**config.mk**
```make
export PLATFORM = sky130hd
export DESIGN_NAME = websocket_frame_text_decoder_top_flat
export DESIGN_NICKNAME = d
export VERILOG_FILES = /design/src/wstd_pkg.sv /design/src/wstd_byte_if.sv /design/src/wstd_char_if.sv /design/src/websocket_frame_text_decoder_top.sv /design/src/flat_wrapper.sv
export SDC_FILE = /design/constraint.sdc
export NUM_CORES = 1
export LEC_CHECK = 0
export BUFFER_PORTS_ARGS = -buffer_cell sky130_fd_sc_hd__buf_2
export CAP_MARGIN = 20
export CORE_MARGIN = 5
export CORE_UTILIZATION = 40
export CTS_CLUSTER_DIAMETER = 50
export DETAILED_ROUTE_END_ITERATION = 10
export MAX_ROUTING_LAYER = met4
export PLACE_DENSITY = 0.58
export SLEW_MARGIN = 5
export SYNTH_ARGS = -nofsm -noshare
export SYNTH_HDL_FRONTEND = slang
export SYNTH_SLANG_ARGS = --single-unit
```
**constraint.sdc**
```tcl
create_clock -name clk -period 5.83 [get_ports clk]
set_input_delay 0.583 -clock clk [delete_from_list [all_inputs] [get_ports clk]]
set_output_delay 0.583 -clock clk [all_outputs]
set_load 0.01 [all_outputs]
```
**src/wstd_pkg.sv**
```systemverilog
// ----------------------------------------------------------------------------
// wstd_pkg: shared types and constants for the WebSocket text decoder
// Parse phases, header field constants and the reset text opcode.
// ----------------------------------------------------------------------------
package wstd_pkg;

  localparam int MASK_KEY_BYTES = 4;
  localparam int KEY_IDX_W      = $clog2(MASK_KEY_BYTES);

  localparam logic [6:0] LEN_EXT16 = 7'd126;
  localparam logic [6:0] LEN_EXT64 = 7'd127;

  localparam logic [63:0] LEN16_BYTES = 64'd2;
  localparam logic [63:0] LEN64_BYTES = 64'd8;
  localparam logic [63:0] KEY_BYTES   = 64'(MASK_KEY_BYTES);

  localparam logic [3:0] TEXT_OPCODE_RESET = 4'd1;

  // One-hot parse phases.
  typedef enum logic [5:0] {
    PH_OPCODE = 6'b000001,
    PH_LEN7   = 6'b000010,
    PH_LEN16  = 6'b000100,
    PH_LEN64  = 6'b001000,
    PH_MASK   = 6'b010000,
    PH_DATA   = 6'b100000
  } phase_t;

endpackage

```
**src/wstd_byte_if.sv**
```systemverilog
// ----------------------------------------------------------------------------
// wstd_byte_if: raw frame byte channel
// Valid/ready channel carrying one received byte and its chunk end mark.
// ----------------------------------------------------------------------------
interface wstd_byte_if;
  logic       valid;
  logic       ready;
  logic [7:0] byte_in;
  logic       chunk_last;

  modport source (output valid, output byte_in, output chunk_last, input ready);
  modport sink (input valid, input byte_in, input chunk_last, output ready);
endinterface

```
**src/wstd_char_if.sv**
```systemverilog
// ----------------------------------------------------------------------------
// wstd_char_if: decoded character channel
// Valid/ready channel carrying one decoded Latin-1 character or chunk-end word.
// ----------------------------------------------------------------------------
interface wstd_char_if;
  logic       valid;
  logic       ready;
  logic [7:0] char_value;
  logic       has_char;
  logic       chunk_end;

  modport source (output valid, output char_value, output has_char, output chunk_end,
                  input ready);
  modport sink (input valid, input char_value, input has_char, input chunk_end,
                output ready);
endinterface

```
**src/websocket_frame_text_decoder_top.sv**
```systemverilog
// ----------------------------------------------------------------------------
// websocket_frame_text_decoder_top: WebSocket frame parser with text fold
// Parses frame headers, unmasks payload and folds UTF-8 text to Latin-1.
// ----------------------------------------------------------------------------
// Usage:
//   frame  : sink channel, one raw frame-stream byte per word, with a
//            chunk_last mark on the last byte of each delivered chunk.
//   chars  : source channel, one word per decoded character and one for
//            every byte marked chunk_last (has_char tells them apart; a
//            character on a last byte gives a single word with both set).
//   wr_en/wr_data : write the text opcode; write only while idle.
// Path: a byte is held in the input register, then parsed, and its result
//   word lands in the output register, which presents it on chars until it
//   is taken.
// Throughput: one byte per cycle unless a byte that gives a word waits on
//   a stalled chars channel. Each byte takes a single pass of header/payload
//   logic whose longest path is the 64-bit payload counter step and length compare.
// Reset: parser expects an opcode byte, lengths, key and UTF-8 state clear,
//   text opcode returns to 1, both channels empty.
// Stall: while chars is stalled, bytes that give no word still advance; a
//   byte that gives a word waits in the input register, and the frame
//   channel drops ready once that register is full.
module websocket_frame_text_decoder_top (
  input  logic        clk,
  input  logic        rst,
  wstd_byte_if.sink   frame,
  wstd_char_if.source chars,
  input  logic        wr_en,
  input  logic [3:0]  wr_data
);
  import wstd_pkg::*;

  logic [3:0] text_opcode;

  // Input register.
  logic       s1_valid;
  logic [7:0] s1_byte;
  logic       s1_last;

  // Parser state.
  phase_t                    phase;
  logic                      frame_masked;
  logic [3:0]                frame_kind;
  logic [63:0]               payload_length;
  logic [63:0]               phase_count;
  logic [MASK_KEY_BYTES-1:0][7:0] mask_key;
  logic                      utf8_pending;
  logic [1:0]                lead_high_bits;

  phase_t                    phase_next;
  logic                      frame_masked_next;
  logic [3:0]                frame_kind_next;
  logic [63:0]               payload_length_next;
  logic [63:0]               phase_count_next;
  logic [MASK_KEY_BYTES-1:0][7:0] mask_key_next;
  logic                      utf8_pending_next;
  logic [1:0]                lead_high_bits_next;

  logic [63:0] count_inc;
  logic [63:0] len_shifted;
  logic [7:0]  data_byte;
  logic        got;
  logic [7:0]  ch;
  logic        emit;
  logic        s1_go;
  logic        out_free;

  // Output register.
  logic       out_valid;
  logic [7:0] out_char;
  logic       out_has;
  logic       out_end;

  assign out_free    = !out_valid || chars.ready;
  assign emit        = got || s1_last;
  assign s1_go       = s1_valid && (!emit || out_free);
  assign frame.ready = !s1_valid || s1_go;

  assign count_inc   = phase_count + 64'd1;
  assign len_shifted = {payload_length[55:0], s1_byte};
  assign data_byte   = frame_masked ? (s1_byte ^ mask_key[phase_count[KEY_IDX_W-1:0]])
                                    : s1_byte;

  always_comb begin
    phase_next          = phase;
    frame_masked_next   = frame_masked;
    frame_kind_next     = frame_kind;
    payload_length_next = payload_length;
    phase_count_next    = phase_count;
    mask_key_next       = mask_key;
    utf8_pending_next   = utf8_pending;
    lead_high_bits_next = lead_high_bits;
    got                 = 1'b0;
    ch                  = 8'd0;

    unique case (phase)
      PH_LEN7: begin
        frame_masked_next = s1_byte[7];
        phase_count_next  = 64'd0;
        if (s1_byte[6:0] == LEN_EXT16) begin
          payload_length_next = 64'd0;
          phase_next          = PH_LEN16;
        end else if (s1_byte[6:0] == LEN_EXT64) begin
          payload_length_next = 64'd0;
          phase_next          = PH_LEN64;
        end else begin
          payload_length_next = {57'd0, s1_byte[6:0]};
          if (s1_byte[7]) begin
            phase_next = PH_MASK;
          end else if (s1_byte[6:0] == 7'd0) begin
            phase_next = PH_OPCODE;
          end else begin
            phase_next = PH_DATA;
          end
        end
      end
      PH_LEN16, PH_LEN64: begin
        payload_length_next = len_shifted;
        phase_count_next    = count_inc;
        if (count_inc == ((phase == PH_LEN16) ? LEN16_BYTES : LEN64_BYTES)) begin
          phase_count_next = 64'd0;
          if (frame_masked) begin
            phase_next = PH_MASK;
          end else if (len_shifted == 64'd0) begin
            phase_next = PH_OPCODE;
          end else begin
            phase_next = PH_DATA;
          end
        end
      end
      PH_MASK: begin
        mask_key_next[phase_count[KEY_IDX_W-1:0]] = s1_byte;
        phase_count_next = count_inc;
        if (count_inc >= KEY_BYTES) begin
          phase_count_next = 64'd0;
          phase_next       = (payload_length == 64'd0) ? PH_OPCODE : PH_DATA;
        end
      end
      PH_DATA: begin
        if (frame_kind == text_opcode) begin
          if (!utf8_pending) begin
            if (!data_byte[7]) begin
              got = 1'b1;
              ch  = data_byte;
            end else if (data_byte[7:5] == 3'b110) begin
              utf8_pending_next   = 1'b1;
              lead_high_bits_next = data_byte[1:0];
            end
          end else begin
            utf8_pending_next   = 1'b0;
            lead_high_bits_next = 2'd0;
            if (data_byte[7:6] == 2'b10) begin
              got = 1'b1;
              ch  = {lead_high_bits, data_byte[5:0]};
            end
          end
        end
        phase_count_next = count_inc;
        if (count_inc == payload_length) begin
          phase_count_next = 64'd0;
          phase_next       = PH_OPCODE;
        end
      end
      default: begin
        frame_kind_next  = s1_byte[3:0];
        phase_count_next = 64'd0;
        phase_next       = PH_LEN7;
      end
    endcase

    // Restart UTF-8 folding at each payload start.
    if (phase_next == PH_DATA && phase != PH_DATA) begin
      utf8_pending_next   = 1'b0;
      lead_high_bits_next = 2'd0;
    end
  end

  always_ff @(posedge clk) begin
    if (rst) begin
      text_opcode <= TEXT_OPCODE_RESET;
    end else if (wr_en) begin
      text_opcode <= wr_data;
    end
  end

  // Input register: hold a byte until the parser can take it.
  always_ff @(posedge clk) begin
    if (rst) begin
      s1_valid <= 1'b0;
    end else if (frame.ready) begin
      s1_valid <= frame.valid;
    end
    if (frame.valid && frame.ready) begin
      s1_byte <= frame.byte_in;
      s1_last <= frame.chunk_last;
    end
  end

  // Parser state: advance once per parsed byte.
  always_ff @(posedge clk) begin
    if (rst) begin
      phase          <= PH_OPCODE;
      frame_masked   <= 1'b0;
      frame_kind     <= 4'd0;
      payload_length <= 64'd0;
      phase_count    <= 64'd0;
      mask_key       <= '0;
      utf8_pending   <= 1'b0;
      lead_high_bits <= 2'd0;
    end else if (s1_go) begin
      phase          <= phase_next;
      frame_masked   <= frame_masked_next;
      frame_kind     <= frame_kind_next;
      payload_length <= payload_length_next;
      phase_count    <= phase_count_next;
      mask_key       <= mask_key_next;
      utf8_pending   <= utf8_pending_next;
      lead_high_bits <= lead_high_bits_next;
    end
  end

  // Output register: load a result word, drop it once taken.
  always_ff @(posedge clk) begin
    if (rst) begin
      out_valid <= 1'b0;
    end else if (s1_go && emit) begin
      out_valid <= 1'b1;
    end else if (chars.ready) begin
      out_valid <= 1'b0;
    end
    if (s1_go && emit) begin
      out_char <= ch;
      out_has  <= got;
      out_end  <= s1_last;
    end
  end

  assign chars.valid      = out_valid;
  assign chars.char_value = out_char;
  assign chars.has_char   = out_has;
  assign chars.chunk_end  = out_end;

endmodule

```
**src/flat_wrapper.sv**
```systemverilog
// flat-port wrapper written by rule: the top's interface ports become plain ports
module websocket_frame_text_decoder_top_flat import wstd_pkg::*;
  (clk, rst, wr_en, wr_data, frame_valid, frame_byte_in, frame_chunk_last, frame_ready, chars_valid, chars_char_value, chars_has_char, chars_chunk_end, chars_ready);
  wstd_byte_if frame_i ();
  wstd_char_if chars_i ();
  input  logic clk;
  input  logic rst;
  input  logic wr_en;
  input  logic [3:0] wr_data;
  input wire logic [$bits(frame_i.valid)-1:0] frame_valid;
  input wire logic [$bits(frame_i.byte_in)-1:0] frame_byte_in;
  input wire logic [$bits(frame_i.chunk_last)-1:0] frame_chunk_last;
  output wire logic [$bits(frame_i.ready)-1:0] frame_ready;
  output wire logic [$bits(chars_i.valid)-1:0] chars_valid;
  output wire logic [$bits(chars_i.char_value)-1:0] chars_char_value;
  output wire logic [$bits(chars_i.has_char)-1:0] chars_has_char;
  output wire logic [$bits(chars_i.chunk_end)-1:0] chars_chunk_end;
  input wire logic [$bits(chars_i.ready)-1:0] chars_ready;
  assign frame_i.valid = frame_valid;
  assign frame_i.byte_in = frame_byte_in;
  assign frame_i.chunk_last = frame_chunk_last;
  assign frame_ready = frame_i.ready;
  assign chars_valid = chars_i.valid;
  assign chars_char_value = chars_i.char_value;
  assign chars_has_char = chars_i.has_char;
  assign chars_chunk_end = chars_i.chunk_end;
  assign chars_i.ready = chars_ready;
  websocket_frame_text_decoder_top u_core (.clk(clk), .rst(rst), .frame(frame_i), .chars(chars_i), .wr_en(wr_en), .wr_data(wr_data));
endmodule
```
==> results.txt <==
The via count of the first global-routing pass came out at between 10000 and 15000. The horizontal die dimension is between 150 and 200 um. The most used flip-flop cell after synthesis is dfxtp_1. The count of maximum capacitance violations came out at 0. The iteration count of the initial detailed-routing pass came out at 5. The number of port buffers came out at 29. After synthesis, the cell types taking the most area are dfxtp_1 31%, xnor2_1 7.5%, nor2_1 6.8%. The worst endpoint required time is slightly above 6 ns. The final hold violation count is 0. The endpoint identified for the worst register-to-register timing path is u_core.phase_count[6]. The count of fill cells added during filler insertion came out at ~2900. The number of placement rows came out at 62. After synthesis, the largest family of logic cells by area is simple AND/OR/NAND/NOR gates. The actual slew at the worst max-slew pin is roughly 0.93 ns. The initial antenna violation count came out at 0. Total power for the finished layout comes to 0.00282 W.

The count of routing violations after the opening detailed-route iteration came out at 1196. The die area came out at 32700 um2. The detail-routed via count per cell is approximately 6. The number of placed instances, taps included is approximately 1800. The number of clock buffers inserted by TritonCTS came out at 17. The clock period minus final worst setup slack is around 5.5 ns.

The number of top-level pins is 30. Setup violations remaining at the end of the flow were counted as 0. On the final layout, the worst clock skew is between 0.015 and 0.02 ns. The setup check on the worst reg-to-reg path leaves a slack of ~0.28 ns. The placed wire-length estimate is 31800 um. The remaining antenna violation count is 0. After detailed routing, the average wire length per cell comes to about 23 um.

Summing the areas of all compound-gate instances in the mapped netlist gives 13.5% of the synthesized area. The synthesized netlist devotes 29.7% of its cell area to simple gates. Final hold analysis gives a worst-case slack of roughly 0.30 ns. The total global routing overflow is 0.

0 antenna diodes ended up in the layout. The most critical setup path has its startpoint at u_core.phase_count[4]. The yosys synthesis warning count is 0. The xor-xnor portion of the synthesized cell area came out at between 10% and 20%. The effective utilization at floorplan came out at 40.5%. Among all cell types in the netlist, the one instantiated most often is nor2_1.

The maximum root-to-sink buffer count came out at 2. After synthesis, the netlist uses slightly above 70 different library cells. The worst setup path endpoint is u_core.phase_count[6]. For this run, the register share of the synthesized area comes to between 30% and 40%. The share of async-settable or async-resettable flops after synthesis came out at 0%. The CTS clock-pin slew for the worst setup and hold paths came out at about 0.09 ns.

The final sum of negative setup slack came out at 0 ns. The final max-slew violation count is 0. In this run the power density over the cells is between 200 and 250 nW/um2. The multiplexer area fraction after synthesis is roughly 2.7%.

The final layout net count is roughly 1500. The total length of routed wires came out at 42300 um. Setup repair after global routing left no endpoint under its margin. The share of final-layout standard cells stronger than drive strength 1 came out at a little under a tenth. The cell count of the worst reg-to-reg path is 12. The static leakage power is between 4 and 5 nW. In this run the worst path has a maximum fanout of 29. Summed over its instances, the top area cell type makes up ~31% of the synthesized netlist area. The synthesized design contains 199 register bits. The source of the worst register-to-register timing path is u_core.phase_count[4]. The synthesized area divided by synthesized cell count is approximately 8.0 um2. The last weighted congestion value of the routability-driven placer is approximately 1. The worst setup path is captured at a flop. The adder and majority gate portion of the synthesized area came out at less than 1%. The cell area that synthesis handed to floorplanning was roughly 12000 um2. The post-synthesis to final-layout area growth is 9.66%. The run finished with clean final reports. The arrival time reported for the critical path endpoint came out at approximately 5.9 ns. The maximum vdd ir drop is ~0.20 mV. The number of enable-type register cells in the synthesized netlist is 19. The routed via count came out at around 11000. The post-CTS repair timing setup buffer count came out at 0.

The gate count after technology mapping came out at roughly 1500. The TritonCTS sink count came out at about 200. The post-synthesis net count is ~1500.

After synthesis, the most frequently instantiated cells are 210 x nor2_1, 180 x dfxtp_1, 144 x nand2_1. The floorplan core area came out at around 29000 um2. The maximum achievable frequency came out at roughly 0.18 GHz. The dominant cell type by area after synthesis is dfxtp_1. The maximum number of pins on one net before global-route repair is 73. The category of the most critical setup path is reg -> reg. The share of the cycle needed by the critical path after routing is 95.2%. The library cell used as clock root buffer is clkbuf_16. STA classifies the critical path startpoint as a flop. The filler-free cell count of the finished design is around 1800. The H-tree depth reported by CTS came out at 4. TritonCTS built the clock tree.

For this run, the total global-route usage over all layers was measured as about a quarter. In the routed design, unresolved DRC markers number 0. The type of the worst min-delay path is in -> reg. The latest clock arrival within the worst-skew pair is approximately 0.46 ns.

The first global-routing pass estimated 65300 um of wire. The floorplan step set the die height to 181 um. The relative slew slack is 37.6%.
[critical path: stages, from the launching register on]
cell and delay [ns]:
dfxtp_1 0.63, nand2_1 0.33, or4_1 0.79, nor4_1 0.66, xnor2_1 0.25, nand4_1 0.11
or4_1 0.47, or4_1 0.64, or3_1 0.43, a22o_1 0.37, o31ai_4 0.25, buf_4 0.36
nor2_1 0.10
[what timing repair did]
item	4_1_cts	5_1_grt
resized for setup	0	1
hold buffers	0	0
endpoints found under the setup margin	0	43
[cells in the final DEF (no fill, tap or decap), drive strengths merged, types with 27 or more instances in the layout]
master  count
dfxtp     180
inv        29
buf        77
a21oi      63
nand3      80
xnor2     100
nand4      56
xor2       64
nand2     144
a22oi      58
o21ai      27
nor3       48
nor4       50
nor2      210
[kinds of logic after synthesis]
logic type | count (synthesis)
AND/OR/NAND/NOR | 700
multiplexers | 21
flip-flops | 199
XOR/XNOR | 166
adder cells (fa/ha/maj) | 4
AO/OA/AOI/OAI | 231
buffers and inverters | 146
[report_power, final]
group / leakage (nW) / total (W) / internal [W] / switching (W)
combinational: 2.34 / 0.000117 / 0.0000355 / 0.0000810
sequential: 1.63 / 0.00141 / 0.00139 / 0.0000209
clock: 0.308 / 0.00129 / 0.000602 / 0.000684
total: 4.27 / 0.00282 / 0.00203 / 0.000786
[state kept, by name (all words and copies together) (netlist names)]
name / count
u_core.chars.char_value: 8
u_core.s1_last: 1
u_core.chars.has_char: 1
u_core.utf8_pending: 1
u_core.text_opcode: 4
u_core.lead_high_bits: 2
u_core.s1_byte: 8
u_core.chars.valid: 1
u_core.frame_kind: 4
u_core.phase: 6
u_core.frame_masked: 1
u_core.chars.chunk_end: 1
u_core.mask_key: 32
u_core.s1_valid: 1
u_core.phase_count: 64
u_core.payload_length: 64
[per-layer routing]
metal | vias to the layer above | GRT usage, % | part of all wire [%]
met1 | 5371 | 33.0 | 43
met5 | - | - | 0
li1 | 5172 | - | -
met4 | 0 | 9.50 | 3.8
met2 | 385 | 42.9 | 48
met3 | 85 | 3.70 | 4.9
[per-stage QoR]
stage	cell area (um2)	util, %	setup WS [ns]
6_report	12800	44.5	0.280
5_1_grt	12800	44.5	0.0102
4_1_cts	12800	44.4	0.328
3_5_place_dp	12100	42.2	0.347
3_3_place_gp	12100	42.2	0.426
2_1_floorplan	11700	-	1.32
[worst min path at each step]
stage                        startpoint  slack (ns)             endpoint  cells after the start
finish                 frame_byte_in[3]        0.30    u_core.s1_byte[3]                      1
global route           frame_byte_in[5]        0.28    u_core.s1_byte[5]                      1
CTS                    frame_chunk_last        0.28       u_core.s1_last                      1
detailed placement  u_core.mask_key[31]        0.45  u_core.mask_key[31]                      2
global placement     u_core.mask_key[5]        0.44   u_core.mask_key[5]                      2
floorplan           u_core.mask_key[16]        0.43  u_core.mask_key[16]                      2
[final cells by class]
class | count | area, um2 | area share (%)
Sequential cell | 199 | 4170 | 32.6
Tap cell | 384 | 480 | 3.76
Clock inverter | 15 | 213 | 1.66
Clock buffer | 17 | 425 | 3.33
Timing Repair Buffer | 77 | 508 | 3.97
Inverter | 21 | 78.8 | 0.616
Multi-Input combinational cell | 1122 | 6910 | 54.0
No activity file was read; power rests on OpenSTA's default activity.
